--- src/hdl/mkp_pkg.sv ---
// ----------------------------------------------------------------------------
// Keypad scanner package
// Types, constants and the line decoder shared by the keypad scanner files.
// ----------------------------------------------------------------------------
`default_nettype none

package mkp_pkg;

  localparam int LINE_W = 4;
  localparam int CODE_W = 6;
  localparam int KEY_W  = 5;
  localparam int TICK_W = 8;

  localparam logic [LINE_W-1:0] LINES_IDLE       = 4'hF;
  localparam logic [KEY_W-1:0]  KEY_BASE         = 5'd4;
  localparam logic [CODE_W-1:0] LONG_OFFSET      = 6'd20;
  localparam logic [TICK_W-1:0] LONG_TICKS_RESET = 8'd150;

  localparam logic [LINE_W-1:0] LINE_CODE_0 = 4'h7;
  localparam logic [LINE_W-1:0] LINE_CODE_1 = 4'hB;
  localparam logic [LINE_W-1:0] LINE_CODE_2 = 4'hD;
  localparam logic [LINE_W-1:0] LINE_CODE_3 = 4'hE;

  typedef enum logic [1:0] {
    PH_IDLE,
    PH_DEBOUNCE,
    PH_HELD,
    PH_LONG_HELD
  } phase_t;

  typedef struct packed {
    logic       ok;
    logic [1:0] idx;
  } line_dec_t;

  typedef struct packed {
    logic              key_valid;
    logic [CODE_W-1:0] key_code;
  } result_t;

  // Maps an active-low one-hot nibble to its line index.
  function automatic line_dec_t line_index(input logic [LINE_W-1:0] nib);
    line_dec_t d;
    d = '0;
    unique case (nib)
      LINE_CODE_0: d = '{ok: 1'b1, idx: 2'd0};
      LINE_CODE_1: d = '{ok: 1'b1, idx: 2'd1};
      LINE_CODE_2: d = '{ok: 1'b1, idx: 2'd2};
      LINE_CODE_3: d = '{ok: 1'b1, idx: 2'd3};
      default:     d = '0;
    endcase
    return d;
  endfunction

endpackage

`default_nettype wire

--- src/hdl/mkp_scan_if.sv ---
// ----------------------------------------------------------------------------
// Keypad scan channel
// Carries one scan tick of row and column sense lines with valid and ready.
// ----------------------------------------------------------------------------
`default_nettype none

interface mkp_scan_if;
  logic                        valid;
  logic                        ready;
  logic [mkp_pkg::LINE_W-1:0]  row_lines;
  logic [mkp_pkg::LINE_W-1:0]  col_lines;

  modport source (output valid, output row_lines, output col_lines, input ready);
  modport sink (input valid, input row_lines, input col_lines, output ready);
endinterface

`default_nettype wire

--- src/hdl/mkp_key_if.sv ---
// ----------------------------------------------------------------------------
// Keypad key event channel
// Carries one result item per scan tick with valid and ready.
// ----------------------------------------------------------------------------
`default_nettype none

interface mkp_key_if;
  logic                        valid;
  logic                        ready;
  logic                        key_valid;
  logic [mkp_pkg::CODE_W-1:0]  key_code;

  modport source (output valid, output key_valid, output key_code, input ready);
  modport sink (input valid, input key_valid, input key_code, output ready);
endinterface

`default_nettype wire

--- src/hdl/mkp_fsm.sv ---
// ----------------------------------------------------------------------------
// Keypad press state machine
// Debounces, decodes and times a key press, and reports the key on release.
// ----------------------------------------------------------------------------
`default_nettype none

module mkp_fsm (
  input  wire logic                        clk,
  input  wire logic                        rst,
  input  wire logic                        step,
  input  wire logic [mkp_pkg::LINE_W-1:0]  row_lines,
  input  wire logic [mkp_pkg::LINE_W-1:0]  col_lines,
  input  wire logic [mkp_pkg::TICK_W-1:0]  long_press_ticks,
  output mkp_pkg::result_t                 result
);

  mkp_pkg::phase_t              phase, phase_next;
  logic [mkp_pkg::TICK_W-1:0]   hold_count, hold_count_next;
  logic [mkp_pkg::KEY_W-1:0]    latched_key, latched_key_next;

  logic                         down;
  logic [mkp_pkg::TICK_W-1:0]   count_inc;
  mkp_pkg::line_dec_t           row_dec;
  mkp_pkg::line_dec_t           col_dec;

  always_ff @(posedge clk) begin
    if (rst) begin
      phase       <= mkp_pkg::PH_IDLE;
      hold_count  <= '0;
      latched_key <= '0;
    end else if (step) begin
      phase       <= phase_next;
      hold_count  <= hold_count_next;
      latched_key <= latched_key_next;
    end
  end

  always_comb begin
    down             = (row_lines != mkp_pkg::LINES_IDLE);
    row_dec          = mkp_pkg::line_index(row_lines);
    col_dec          = mkp_pkg::line_index(col_lines);
    count_inc        = hold_count + 8'd1;
    phase_next       = phase;
    hold_count_next  = hold_count;
    latched_key_next = latched_key;
    result           = '0;
    unique case (phase)
      mkp_pkg::PH_IDLE: begin
        if (down) begin
          phase_next = mkp_pkg::PH_DEBOUNCE;
        end
      end
      mkp_pkg::PH_DEBOUNCE: begin
        if (!down || !row_dec.ok || !col_dec.ok) begin
          phase_next = mkp_pkg::PH_IDLE;
        end else begin
          latched_key_next = mkp_pkg::KEY_BASE + {1'b0, col_dec.idx, 2'b00}
                             + {3'b000, row_dec.idx};
          phase_next       = mkp_pkg::PH_HELD;
        end
      end
      mkp_pkg::PH_HELD: begin
        if (down) begin
          if (count_inc >= long_press_ticks) begin
            hold_count_next = '0;
            phase_next      = mkp_pkg::PH_LONG_HELD;
          end else begin
            hold_count_next = count_inc;
          end
        end else begin
          hold_count_next  = '0;
          result.key_valid = 1'b1;
          result.key_code  = {1'b0, latched_key};
          latched_key_next = '0;
          phase_next       = mkp_pkg::PH_IDLE;
        end
      end
      mkp_pkg::PH_LONG_HELD: begin
        if (!down) begin
          result.key_valid = 1'b1;
          result.key_code  = {1'b0, latched_key} + mkp_pkg::LONG_OFFSET;
          latched_key_next = '0;
          phase_next       = mkp_pkg::PH_IDLE;
        end
      end
    endcase
  end

  a_event_on_release: assert property (@(posedge clk) disable iff (rst)
    result.key_valid |-> (phase == mkp_pkg::PH_HELD || phase == mkp_pkg::PH_LONG_HELD))
    else $error("key event outside a held phase");

  a_code_zero_when_quiet: assert property (@(posedge clk) disable iff (rst)
    !result.key_valid |-> (result.key_code == '0))
    else $error("key code not zero without an event");

  a_count_only_when_held: assert property (@(posedge clk) disable iff (rst)
    (phase != mkp_pkg::PH_HELD) |-> (hold_count == '0))
    else $error("hold counter running outside the held phase");

  a_long_hold_waits: assert property (@(posedge clk) disable iff (rst)
    (step && phase == mkp_pkg::PH_LONG_HELD && down) |=> (phase == mkp_pkg::PH_LONG_HELD))
    else $error("long hold left while the key is down");

endmodule

`default_nettype wire

--- src/hdl/matrix_keypad_long_press_scanner.sv ---
// ----------------------------------------------------------------------------
// Matrix keypad long-press scanner
// Takes one scan tick of a 4x4 key matrix per item and returns one result item
// per tick. A press seen on two ticks in a row is decoded to key number
// 4 + 4*column + row and reported on release; a key held for long_press_ticks
// ticks is reported on release as key number + 20. Items pass through an input
// register and a result register with the state update between them, so one
// item is taken every cycle while the output side keeps up. long_press_ticks
// resets to 150 and must be written only while idle; the block does not check.
// ----------------------------------------------------------------------------
`default_nettype none

module matrix_keypad_long_press_scanner (
  input  wire logic                        clk,
  input  wire logic                        rst,
  input  wire logic                        cfg_wr_en,
  input  wire logic [mkp_pkg::TICK_W-1:0]  cfg_wr_data,
  mkp_scan_if.sink                         scan_in,
  mkp_key_if.source                        key_out
);

  logic [mkp_pkg::TICK_W-1:0]  long_press_ticks;
  logic                        s1_valid;
  logic [mkp_pkg::LINE_W-1:0]  s1_rows;
  logic [mkp_pkg::LINE_W-1:0]  s1_cols;
  logic                        out_valid;
  logic                        out_free;
  logic                        advance;
  mkp_pkg::result_t            result;
  mkp_pkg::result_t            out_result;

  assign out_free      = !out_valid || key_out.ready;
  assign advance       = s1_valid && out_free;
  assign scan_in.ready = !s1_valid || out_free;

  always_ff @(posedge clk) begin
    if (rst) begin
      long_press_ticks <= mkp_pkg::LONG_TICKS_RESET;
    end else if (cfg_wr_en) begin
      long_press_ticks <= cfg_wr_data;
    end
  end

  always_ff @(posedge clk) begin
    if (rst) begin
      s1_valid <= 1'b0;
    end else if (scan_in.ready) begin
      s1_valid <= scan_in.valid;
    end
  end

  always_ff @(posedge clk) begin
    if (scan_in.valid && scan_in.ready) begin
      s1_rows <= scan_in.row_lines;
      s1_cols <= scan_in.col_lines;
    end
  end

  mkp_fsm u_fsm (
    .clk              (clk),
    .rst              (rst),
    .step             (advance),
    .row_lines        (s1_rows),
    .col_lines        (s1_cols),
    .long_press_ticks (long_press_ticks),
    .result           (result)
  );

  always_ff @(posedge clk) begin
    if (rst) begin
      out_valid <= 1'b0;
    end else if (out_free) begin
      out_valid <= s1_valid;
    end
  end

  always_ff @(posedge clk) begin
    if (advance) begin
      out_result <= result;
    end
  end

  assign key_out.valid     = out_valid;
  assign key_out.key_valid = out_result.key_valid;
  assign key_out.key_code  = out_result.key_code;

endmodule

`default_nettype wire

--- src/flat_wrapper.sv ---
// flat-port wrapper written by rule: the top's interface ports become plain ports
module matrix_keypad_long_press_scanner_flat 
  (clk, rst, cfg_wr_en, cfg_wr_data, scan_in_valid, scan_in_row_lines, scan_in_col_lines, scan_in_ready, key_out_valid, key_out_key_valid, key_out_key_code, key_out_ready);
  mkp_scan_if scan_in_i ();
  mkp_key_if key_out_i ();
  input  wire logic clk;
  input  wire logic rst;
  input  wire logic cfg_wr_en;
  input  wire logic [mkp_pkg::TICK_W-1:0] cfg_wr_data;
  input wire logic [$bits(scan_in_i.valid)-1:0] scan_in_valid;
  input wire logic [$bits(scan_in_i.row_lines)-1:0] scan_in_row_lines;
  input wire logic [$bits(scan_in_i.col_lines)-1:0] scan_in_col_lines;
  output wire logic [$bits(scan_in_i.ready)-1:0] scan_in_ready;
  output wire logic [$bits(key_out_i.valid)-1:0] key_out_valid;
  output wire logic [$bits(key_out_i.key_valid)-1:0] key_out_key_valid;
  output wire logic [$bits(key_out_i.key_code)-1:0] key_out_key_code;
  input wire logic [$bits(key_out_i.ready)-1:0] key_out_ready;
  assign scan_in_i.valid = scan_in_valid;
  assign scan_in_i.row_lines = scan_in_row_lines;
  assign scan_in_i.col_lines = scan_in_col_lines;
  assign scan_in_ready = scan_in_i.ready;
  assign key_out_valid = key_out_i.valid;
  assign key_out_key_valid = key_out_i.key_valid;
  assign key_out_key_code = key_out_i.key_code;
  assign key_out_i.ready = key_out_ready;
  matrix_keypad_long_press_scanner u_core (.clk(clk), .rst(rst), .cfg_wr_en(cfg_wr_en), .cfg_wr_data(cfg_wr_data), .scan_in(scan_in_i), .key_out(key_out_i));
endmodule
--- config.mk ---
export PLATFORM = sky130hd
export DESIGN_NAME = matrix_keypad_long_press_scanner_flat
export DESIGN_NICKNAME = d
export VERILOG_FILES = /design/src/hdl/mkp_pkg.sv /design/src/hdl/mkp_scan_if.sv /design/src/hdl/mkp_key_if.sv /design/src/hdl/mkp_fsm.sv /design/src/hdl/matrix_keypad_long_press_scanner.sv /design/src/flat_wrapper.sv
export SDC_FILE = /design/constraint.sdc
export NUM_CORES = 1
export LEC_CHECK = 0
export BUFFER_PORTS_ARGS = -buffer_cell sky130_fd_sc_hd__buf_2
export CORE_MARGIN = 1
export CORE_UTILIZATION = 40
export CTS_BUF_LIST = sky130_fd_sc_hd__clkbuf_8
export DETAILED_ROUTE_END_ITERATION = 7
export GPL_TIMING_DRIVEN = 0
export PLACE_DENSITY = 0.55
export SYNTH_ARGS = -nofsm -noshare
export SYNTH_HDL_FRONTEND = slang
export SYNTH_SLANG_ARGS = --single-unit
--- constraint.sdc ---
create_clock -name clk -period 3.6 [get_ports clk]
set_input_delay 0.36 -clock clk [delete_from_list [all_inputs] [get_ports clk]]
set_output_delay 0.36 -clock clk [all_outputs]
set_load 0.005 [all_outputs]
# Word-level counts from Yosys, hierarchy flattened

Cells that the tools add are included.

Flip-flop bits (word level): 40
Bits of input ports: 21
Output and inout port bits: 9
Logic and storage cells: 65

Add/sub/neg operators: 4
Magnitude comparators: 1
Equality and inequality tests: 17
Muxes and demuxes: 16
Reductions and logical operators: 17

Operators with widths:

| cell                                                                  | count |
|---|---|
| 4-bit equality test, second input constant                            | 6 |
| 3-bit one-hot mux with 4 select lines                                 | 2 |
| 8-bit 2-to-1 mux                                                      | 2 |
| 7-bit 2-to-1 mux                                                      | 2 |
| 7-bit one-hot mux with 2 select lines                                 | 1 |
| 2-bit 2-to-1 mux                                                      | 5 |
| 5-bit 2-to-1 mux                                                      | 2 |
| 5-bit one-hot mux with 2 select lines                                 | 1 |
| 8-bit by 1-bit adder with 8-bit output, second input constant         | 1 |
| 4-bit by 3-bit equality test with 1-bit output, second input constant | 2 |
| 8-bit >= comparator                                                   | 1 |
| 2-bit inequality test, second input constant                          | 4 |
| 2-bit one-hot mux with 4 select lines                                 | 1 |
| 4-bit AND reduction                                                   | 2 |
| 5-bit by 5-bit adder with 6-bit output, second input constant         | 1 |
| 3-bit by 4-bit adder with 5-bit output, first input constant          | 1 |
| 5-bit by 2-bit adder with 5-bit output                                | 1 |
| 1-bit zero test                                                       | 5 |
| 2-bit equality test, second input constant                            | 2 |
| 1-bit logical OR                                                      | 4 |
| 4-bit inequality test, second input constant                          | 1 |
| 3-bit inequality test, second input constant                          | 1 |
| 2-bit by 1-bit equality test with 1-bit output, second input constant | 1 |
| 1-bit logical AND                                                     | 2 |
| 4 further kinds                                                       | 4 |

# Depth between registers and ports, before layout

Gate-level depths: netlist (run 1).

Depth in word-level cells: 7
Gate-level depth with buffers: 11
Depth with buffers taken out: 10

# Hierarchy

From an unflattened synthesis (run 1), not the netlist that was laid out.

Cell total of the unflattened synthesis: 202
Area total of the unflattened synthesis: 1979.4 µm²

By module, submodules not included:

| module                           | instances | cells an instance | area each (µm²) | sequential area each (µm²) |
|---|---|---|---|---|
| mkp_fsm                          | 1         | 151               | 1147.4          | 300.3 |
| matrix_keypad_long_press_scanner | 1         | 51                | 832.0           | 650.6 |

# Worst setup path before layout (run 1)

No wires, ideal clock.

Kind: reg2reg
From: reg u_core.u_fsm.hold_count[0] (netlist bit)
To: reg u_core.u_fsm.hold_count[5] (netlist bit)
Library setup time: 88 ps
Arrival time: 2147 ps
Data required time: 3512 ps
Path slack: 1366 ps
Stages on the path, launching flop included: 11
Buffers on the path: 1
Period minus slack after synthesis: 2234 ps
Path through: dfxtp_1 > ha_1 > and3_1 > xor2_1 > ha_1 > or4_1 > a21oi_1 > o31a_2 > buf_6 > a21oi_2 > nor4_2

Longest elaborated chain between the ends: 4

Ends and longest elaborated chain:

| element                                    | line          | text |
|---|---|---|
| start, declared                            | mkp_fsm.sv:18 | `logic [mkp_pkg::TICK_W-1:0] hold_count, hold_count_next;` |
| start signal, assigned                     | mkp_fsm.sv:33 | `hold_count <= hold_count_next;` |
| 8-bit by 1-bit adder with 8-bit output (*) | mkp_fsm.sv:42 | `count_inc = hold_count + 8'd1;` |
| 8-bit >= comparator                        | mkp_fsm.sv:64 | `if (count_inc >= long_press_ticks) begin` |
| 8-bit 2-to-1 mux (*)                       | mkp_fsm.sv:64 |  |
| 8-bit 2-to-1 mux (*)                       | mkp_fsm.sv:63 | `if (down) begin` |

Every way passes the cells marked *; elsewhere a longest branch is shown, timed or not.
A chain may end at the register's enable or synchronous reset.

# Worst setup path after layout (run 1)

Same ends and word-level chain as after synthesis.

==> results_dict.tcl, run 1 <==
set metrics [dict create \
    status "finished, final reports clean" \
    crit_chain "ha_1, and3_1, nand3_1, xnor2_1, ha_1, a21o_1, a21oi_1, o31a_2, buf_6, a21oi_2, nor4_2" \
    slowest_delay_ns 0.42 \
    worst_setup_path_start_kind "flop" \
    ys_dominant_reg_cell "dfxtp_1" \
    synth_compound_area_frac 0.1547 \
    dieArea_um2 5446 \
    cp-end-kind "flop" \
    yosysTopAreaCellShare 0.2427 \
    clk_latency_ns 0.28 \
    synth.top_cells.by_area "dfxtp_1 (24%), edfxtp_1 (22%), ha_1 (6.7%)" \
    place_ws_ns 1.119 \
    ctsHtreeMaxLevel 2 \
    yosysUniqueCellTypes 47 \
    fin_cells 313 \
    post-cts-setup-buffers 0 \
    grt_overflow 0 \
    yosysMostFrequentCell "dfxtp_1" \
    grt_pass1_vias 1404 \
    via_per_inst 5.083 \
    peakVddDrop_mv 0.1530 \
    diodes 0 \
    fillers 461 \
    grt_start_max_net_pins 15 \
    post_cts_resized 0 \
    synth.ff_latch_count 40 \
    io_buffers 29 \
    synth_top_family_by_area "simple AND/OR/NAND/NOR gates" \
    r2r_start "u_core.u_fsm.hold_count[0]" \
    ctsRootBufferMaster "clkbuf_8" \
    async_reset_ff_frac 0 \
    cts_tree "built" \
    synth_mux_area_frac 0.02427 \
    min_period_ns 2.490 \
    dp_hpwl_mm 2.858 \
    worst_slack_ns 1.110 \
    finalHoldViolCount 0 \
    clkTransAtPathRegs_ns 0.07 \
    antenna_left 0 \
    cts_max_path_buffers 2 \
    cap_violations 0 \
    synthSimpleGateAreaFrac 0.1766 \
    utilization 0.4890 \
    yosys.area_share.xor_xnor 0.05522 \
    drc 0 \
    hp-class "input pin to flop" \
    synth_top_area_cell "dfxtp_1" \
    grt_pass1_wl_mm 6.527 \
    rsz0062_at_grt "false" \
    fin_skew_ns 0.004889 \
    nets 277 \
    crit_path_start "u_core.u_fsm.hold_count[0]" \
    max_slew.worst_pin.slew_ns 1.031 \
    ctsHoldBuffers 0 \
    synthesis.area_um2 2062 \
    io_pins 30 \
    synth_common_cells "dfxtp_1 (25), nand2_1 (19), a21oi_1 (17)" \
    dp.cells 305 \
    cp.arrival_ns 2.69 \
    drv_slew 0 \
    cellLeakagePower_nw 1.028 \
    clock-sinks 40 \
    dieHeight_um 73.80 \
    synth-seq-area-share 0.4612 \
    firstDrtPassIters 4 \
    syn_nets 241 \
    grt_util_all_layers 0.1605 \
    max-slew-margin-rel 0.3061 \
    slowest_stage "dfxtp_1" \
    netlist_instances 209 \
    routedWlPerCell_um 12.42 \
    wl_mm 3.888 \
    holdWs_ns 0.2485 \
    fmax_mhz 401.7 \
    synth_enable_flop_cells 15 \
    yosysWarnings 0 \
    critPathKind "flop to flop" \
    timing.final.crit_share 0.6915 \
    synth_fa_ha_area_frac 0.06675 \
    setup_viol 0 \
    rows 25 \
    core-area_um2 4848 \
    critPathMaxFanout 9 \
    path_common_cell "ha_1" \
    start_util 0.4253 \
    die_w_um 73.80 \
    p_per_area_nw_per_um2 357.5 \
    tns_ns 0 \
    multi_input_area_um2 984.7 \
    place_congestion 0.7305 \
    antenna_found_initial 0 \
    cp.required_ns 3.80 \
    vias 1591 \
    syn_to_final_growth_pct 14.99 \
    drive_gt1_frac 0.2033 \
    avgSynthCellArea_um2 9.866 \
    numCtsBuffers 5 \
    drt-initial-drc-count 90 \
    min-delay-start "scan_in_row_lines[0]" \
    regArea_um2 950.9 \
]
[kinds of logic (layout without fill, tap and decap cells)]
logic type | after synthesis | after routing
flops | 40 | 40
compound gates | 44 | 44
xor+xnor | 13 | 13
buf+inv | 24 | 61
mux | 5 | 5
simple gates | 72 | 72
fa+ha+maj | 11 | 11
[cell type report]
class	instances	share of cell area
clock buffer	5	0.02902
tap	67	0.03536
buffer	8	0.02797
multi-input combinational	145	0.4153
sequential	40	0.4011
clock inverter	3	0.004749
timing repair buffer	29	0.06121
inverter	16	0.02533
[where the power goes]
group / leakage (nW) / switching (W) / internal (W) / total (W)
Clock: 0.0482 / 0.000145 / 0.000129 / 0.000275
Sequential: 0.349 / 0.0000115 / 0.000486 / 0.000497
Combinational: 0.631 / 0.0000414 / 0.0000344 / 0.0000758
Total: 1.03 / 0.000198 / 0.000650 / 0.000848
[critical path: cells and delay by family (launching register included)]
family / cells / cell delay [ns]
buf+inv: 1 / 0.13
simple gates: 3 / 0.55
xor+xnor: 1 / 0.23
flops: 1 / 0.42
fa+ha+maj: 2 / 0.53
compound gates: 4 / 0.55
[per-stage QoR]
| stage | cell area, µm² | total power (W) |
|---|---|---|
| finish | 2371 | 0.0008477 |
| global route | 2371 | 0.0008886 |
| CTS | 2371 | 0.0008611 |
| detailed placement | 2291 | 0.0005838 |
| global placement | 2291 | 0.0005827 |
| floorplan | 2062 | 0.0005552 |
[cells in the final DEF (no fill, tap or decap), drive strengths merged, types with 2 or more instances in the layout]
master / Yosys / layout
nand3: 10 / 10
nand2b: 2 / 2
a21o: 2 / 2
nor4: 2 / 2
inv: 15 / 17
xnor2: 5 / 5
nor3b: 2 / 2
o32ai: 2 / 2
ha: 11 / 11
nand4: 6 / 6
o21a: 2 / 2
and3: 5 / 5
or4: 2 / 2
a21oi: 19 / 19
nor2: 16 / 16
nand2: 19 / 19
xor2: 8 / 8
buf: 5 / 34
mux2i: 5 / 5
nor2b: 4 / 4
clkinv: 1 / 2
o211ai: 7 / 7
clkbuf: 3 / 8
o21ai: 3 / 3
edfxtp: 15 / 15
dfxtp: 25 / 25
[path summary, 6_finish.rpt]
kind                                      to  slack [ns]  cells after the start
setup / recovery  u_core.u_fsm.hold_count[5]        1.11                     11
hold reg to reg   u_core.long_press_ticks[1]        0.49                      2
setup reg to reg  u_core.u_fsm.hold_count[5]        1.11                     11
hold / removal             u_core.s1_rows[0]        0.25                      1
[routing by layer]
metal | wire, µm | up-vias | track usage
met3 | 131 | 2 | 0.04115
met5 | 0 | - | 0
met1 | 2079 | 736 | 0.2298
met2 | 1650 | 33 | 0.2345
met4 | 26 | 0 | 0.05128
li1 | - | 820 | -
[flip-flops by register name (all words and copies together) (netlist names)]
signal,flops
u_core.key_out.key_valid,1
u_core.s1_cols,4
u_core.key_out.key_code,6
u_core.u_fsm.phase,2
u_core.u_fsm.latched_key,5
u_core.s1_valid,1
u_core.s1_rows,4
u_core.long_press_ticks,8
u_core.u_fsm.hold_count,8
u_core.key_out.valid,1
(Power assumes the default switching activity.)
==> run 2, diff against run 1 <==
Settings changed: PLACE_DENSITY 0.55 to 0.58.
Clock period 3.6 ns to 2.09 ns, I/O delays scaled along.
==> results_dict.tcl, run 2 (synthesis gave the netlist of run 1 again) <==
set metrics [dict create \
    max_slew.worst_pin.slew_ns 1.007 \
    fin_skew_ns 0.003927 \
    grt_pass1_wl_mm 6.782 \
    dieHeight_um 73.80 \
    cp-end-kind "flop" \
    vias 1625 \
    hp-class "input pin to flop" \
    ctsHtreeMaxLevel 2 \
    slowest_delay_ns 0.41 \
    grt_start_max_net_pins 15 \
    cp.required_ns 2.31 \
    setup_viol 9 \
    fmax_mhz 444.3 \
    slowest_stage "or4_4" \
    clock-sinks 40 \
    finalPower_w 0.001516 \
    fin_cells 320 \
    worst_slack_ns -0.1608 \
    timing.final.crit_share 1.077 \
    utilization 0.5267 \
    drv_slew 0 \
    syn_to_final_growth_pct 23.85 \
    routedWlPerCell_um 12.93 \
    place_ws_ns -0.1829 \
    grt_util_all_layers 0.1711 \
    nets 284 \
    rows 25 \
    violations "negative setup slack" \
    finalHoldViolCount 0 \
    diodes 0 \
    min_period_ns 2.251 \
    crit_chain "ha_4, and3_4, xor2_2, ha_2, or4_4, a21oi_2, o31a_2, buf_6, nand4_1, a21oi_1" \
    ctsHoldBuffers 0 \
    rr_worst_depth 10 \
    grt_pass1_vias 1449 \
    numCtsBuffers 5 \
    fillers 447 \
    antenna_found_initial 0 \
    via_per_inst 5.078 \
    layout_common_cells "buf_2 (29), dfxtp_1 (21), nand2_1 (19)" \
    drt-initial-drc-count 81 \
    firstDrtPassIters 4 \
    clk_latency_ns 0.30 \
    wl_mm 4.139 \
    holdWs_ns 0.08134 \
    critPathMaxFanout 5 \
    cellLeakagePower_nw 1.069 \
    dieArea_um2 5446 \
    final_common_cell "buf_2" \
    io_buffers 29 \
    io_pins 30 \
    grt_overflow 0 \
    cts_tree "built" \
    peakVddDrop_mv 0.4138 \
    antenna_left 0 \
    drc 0 \
    die_w_um 73.80 \
    drive_gt1_frac 0.3004 \
    cts_max_path_buffers 2 \
    rsz0062_at_grt "true" \
    min_path_cells 1 \
    p_per_area_nw_per_um2 593.5 \
    start_util 0.4253 \
    worst_setup_path_start_kind "flop" \
    max-slew-margin-rel 0.3225 \
    dp.cells 305 \
    cap_violations 0 \
    cp.arrival_ns 2.47 \
    critPathKind "flop to flop" \
    core-area_um2 4848 \
    status "complete, but fails checks" \
    clkTransAtPathRegs_ns 0.08 \
    dp_hpwl_mm 2.903 \
    place_congestion 0.7395 \
    ctsRootBufferMaster "clkbuf_8" \
]
## run 2: changes by cell type in the layout (fill, tap and decap cells not counted), moves of 2 or more
cell and delta:
and3_1 -2, a21oi_1 -3, buf_4 +6, xor2_1 -2
dfxtp_2 +2, a21oi_2 +3, ha_1 -3, ha_4 +2
dfxtp_4 +2, and3_4 +2, dfxtp_1 -4
## run 2: report_power, final
part	internal (W)	total, W	switching (W)
Sequential	0.000834	0.000853	0.0000187
Clock	0.000260	0.000528	0.000269
Combinational	0.0000607	0.000135	0.0000740
Total	0.00115	0.00152	0.000361
## run 2: final timing paths
path                               start                          end  slack (ns)
min                 scan_in_row_lines[0]            u_core.s1_rows[0]        0.08
max reg2reg   u_core.u_fsm.hold_count[0]   u_core.u_fsm.hold_count[4]       -0.16
min reg2reg  u_core.u_fsm.latched_key[0]  u_core.u_fsm.latched_key[0]        0.50
max           u_core.u_fsm.hold_count[0]   u_core.u_fsm.hold_count[4]       -0.16
## run 2: final cells by class
class | instances | area, µm² | area share
Clock buffer | 6 | 82.58 | 0.03234
Clock inverter | 2 | 7.507 | 0.002940
Inverter | 16 | 60.06 | 0.02352
Timing Repair Buffer | 36 | 201.4 | 0.07888
Tap cell | 67 | 83.83 | 0.03283
Multi-Input combinational cell | 145 | 1091 | 0.4272
Sequential cell | 40 | 960.9 | 0.3763
Buffer | 8 | 66.31 | 0.02597
## run 2: metal layers
metal,track usage,vias up,routed length [µm]
met5,0,-,0
met4,0.07906,0,65
met3,0.04938,5,143
met2,0.2396,30,1815
met1,0.2402,751,2113
li1,-,839,-
## run 2: worst max-delay path, delay by kind of cell (launching register included)
kind            cells  cell delay [ns]
xor+xnor            1             0.16
flops               1             0.37
simple gates        3             0.70
fa+ha+maj           2             0.36
compound gates      3             0.47
buf+inv             1             0.12
## run 2: what timing repair did
item / in CTS / in global routing
gates cloned: 1 / 0
buffers inserted: 4 / 2
setup endpoints to repair: 9 / 9
pin swaps: 8 / 9
gates resized for setup: 8 / 11
## run 2: through the flow
stage                     area [µm²]   TNS (ns)
final                           2554    -0.9689
after global routing            2554     -1.795
after CTS                       2476    -0.9884
after detailed placement        2316     -1.268
after global placement          2316     -1.159
after floorplan                 2087  -0.003882
==> run 3, diff against run 2 <==
Settings changed: ABC_AREA set to 1, CORE_ASPECT_RATIO set to 0.6.
==> results_dict.tcl, run 3 <==
set metrics [dict create \
    clkTransAtPathRegs_ns 0.08 \
    worst_setup_path_start_kind "flop" \
    power_frac_seq 0.503 \
    dp_hpwl_mm 2.908 \
    synth.ff_latch_count 40 \
    avgSynthCellArea_um2 8.043 \
    grt_start_max_net_pins 13 \
    grt_util_all_layers 0.1630 \
    min-delay-start "scan_in_col_lines[3]" \
    via_per_inst 4.629 \
    antenna_left 0 \
    syn_nets 282 \
    clock-sinks 40 \
    critPathMaxFanout 8 \
    internal_power_w 0.001320 \
    switching_power_w 0.0003866 \
    die_w_um 93.53 \
    fin_cells 356 \
    antenna_found_initial 0 \
    rsz0062_at_grt "true" \
    p_per_area_nw_per_um2 662.9 \
    min_path_cells 1 \
    ys_dominant_reg_cell "dfxtp_1" \
    tns_ns 0 \
    hp-class "input pin to flop" \
    cp-end-kind "flop" \
    core-area_um2 4707 \
    nets 324 \
    slowest_stage "dfxtp_4" \
    vias 1648 \
    grt_pass1_wl_mm 6.534 \
    grt_overflow 0 \
    numCtsBuffers 5 \
    peakVddDrop_mv 0.3652 \
    utilization 0.5468 \
    routedWlPerCell_um 11.60 \
    yosysWarnings 0 \
    critPathKind "flop to flop" \
    ctsHoldBuffers 0 \
    drv_slew 0 \
    max-slew-margin-rel 0.6409 \
    crit_chain "ha_4, xor2_1, ha_1, nand2_1, nor2_1, nor2_1, nand2_1, nand2_1, nand2_2, nor2_4, nand3_1, a21oi_1" \
    io_buffers 28 \
    swShare 0.2266 \
    rr_endpoint "u_core.u_fsm.hold_count[1]" \
    cellLeakagePower_nw 1.118 \
    timing.final.crit_share 0.9993 \
    cp.buffers_inverters 0 \
    hold_end "u_core.s1_cols[3]" \
    drc 0 \
    path_common_cell "nand2_1" \
    rows 19 \
    finalPower_w 0.001706 \
    comb_power_share 0.095 \
    finalHoldViolCount 0 \
    layout_common_cells "nand2_1 (44), inv_1 (34), buf_2 (28), nor2_1 (22), a21oi_1 (22)" \
    yosysMostFrequentCell "nand2_1" \
    final_common_cell "nand2_1" \
    yosysTopAreaCellShare 0.2489 \
    status "finished, final reports clean" \
    synth_enable_flop_cells 15 \
    max_slew.worst_pin.slew_ns 0.5387 \
    netlist_instances 250 \
    cp.required_ns 2.30 \
    dp.cells 341 \
    synth_top_area_cell "dfxtp_1" \
    diodes 0 \
    place_congestion 0.7737 \
    placed_cell_area_um2 2230 \
    r2r_setup_slack_ns 0.002 \
    synth.top_cells.by_area "dfxtp_1 (25%), edfxtp_1 (22%), nand2_1 (8.8%)" \
    clk_latency_ns 0.29 \
    pwr-share-clk 0.402 \
    fillers 480 \
    ctsRootBufferMaster "clkbuf_8" \
    stdcell_area_um2 2574 \
    drive_gt1_frac 0.3072 \
    dieHeight_um 56.92 \
    syn_to_final_growth_pct 28.00 \
    fin_skew_ns 0.01019 \
    dieArea_um2 5324 \
    start_util 0.4272 \
    synth-seq-area-share 0.4729 \
    cp_top_family "simple AND/OR/NAND/NOR gates" \
    async_reset_ff_frac 0 \
    grt_pass1_vias 1388 \
    io_pins 30 \
    wl_mm 4.131 \
    min_period_ns 2.088 \
    ctsHtreeMaxLevel 2 \
    rr_worst_depth 12 \
    fmax_mhz 478.8 \
    cp.arrival_ns 2.30 \
    cts_tree "built" \
    cts_max_path_buffers 2 \
    yosysUniqueCellTypes 24 \
    slowest_delay_ns 0.38 \
    setup_viol 0 \
    drt-initial-drc-count 98 \
    synth_common_cells "nand2_1 (47), inv_1 (38), a21oi_1 (27)" \
    synthesis.area_um2 2011 \
    cap_violations 0 \
    r2r_start "u_core.u_fsm.hold_count[1]" \
    firstDrtPassIters 4 \
]
[run 3: changes by cell type after synthesis, moves of 4 or more]
cell	previous run	this run
nand2_2	0	4
mux2i_1	5	0
a21oi_1	17	27
nor2_2	0	4
and3_1	5	0
inv_1	14	38
o21ai_0	3	10
nand2_1	19	47
nand3_1	10	20
nor2b_1	4	0
o211ai_1	7	0
nor2_1	16	23
[run 3: metrics by stage]
step           hold slack, ns  worst slack, ns
6_report              0.09785         0.001509
5_1_grt               0.08103         -0.09483
4_1_cts               0.08965         0.008111
3_5_place_dp           0.3871          -0.1161
3_3_place_gp           0.3848          -0.1303
2_1_floorplan          0.3079           0.1838
[run 3: repair_timing]
item / in CTS / in global routing
resized for setup: 7 / 34
buffers inserted: 1 / 6
pin swaps: 3 / 15
endpoints found under the setup margin: 8 / 10
[run 3: worst max-delay path by stage]
| stage | start | endpoint | slack, ns | cells after the start |
|---|---|---|---|---|
| after floorplan | u_core.u_fsm.hold_count[2] | u_core.u_fsm.hold_count[1] | 0.18 | 12 |
| after global placement | u_core.u_fsm.hold_count[2] | u_core.u_fsm.hold_count[3] | -0.13 | 12 |
| after detailed placement | u_core.u_fsm.hold_count[2] | u_core.u_fsm.hold_count[4] | -0.12 | 12 |
| after CTS | u_core.u_fsm.hold_count[1] | u_core.u_fsm.hold_count[3] | 0.008 | 12 |
| after global routing | u_core.u_fsm.hold_count[1] | u_core.u_fsm.hold_count[1] | -0.09 | 12 |
| final | u_core.u_fsm.hold_count[1] | u_core.u_fsm.hold_count[1] | 0.002 | 12 |
[run 3: layout make-up]
type                       count  area [µm²]  share of cell area
multi-input combinational    166        1041              0.4045
sequential                    40       969.7              0.3768
timing repair buffer          35       192.7             0.07487
inverter                      41       153.9             0.05980
clock buffer                   7       96.34             0.03743
tap                           63       78.83             0.03063
clock inverter                 1       30.03             0.01167
buffer                         3       11.26            0.004375
[run 3: kinds of logic after synthesis]
family | count (synthesis) | share of synthesized area
adders and majority gates | 11 | 0.06845
DFF | 40 | 0.4729
AOI/OAI and AO/OA | 41 | 0.1052
xor gates and xnor gates | 8 | 0.03485
and+or+nand+nor | 106 | 0.2365
buffers and inverters | 44 | 0.08214
[run 3: layer usage]
layer | part of all wire | routed length (µm) | up-vias | GRT usage
li1 | - | - | 890 | -
met1 | 0.53 | 2205 | 708 | 0.2607
met2 | 0.40 | 1632 | 48 | 0.2101
met3 | 0.067 | 276 | 2 | 0.04472
met4 | 0.0039 | 16 | 0 | 0.03956
met5 | 0 | 0 | - | 0
[run 3: power by group through the flow]
stage | clock [W] | combinational (W) | sequential (W)
after floorplan | 0 | 0.000105 | 0.000877
after global placement | 0 | 0.000153 | 0.000880
after detailed placement | 0 | 0.000155 | 0.000880
after CTS | 0.000702 | 0.000156 | 0.000861
after global routing | 0.000735 | 0.000186 | 0.000863
final | 0.000687 | 0.000162 | 0.000858
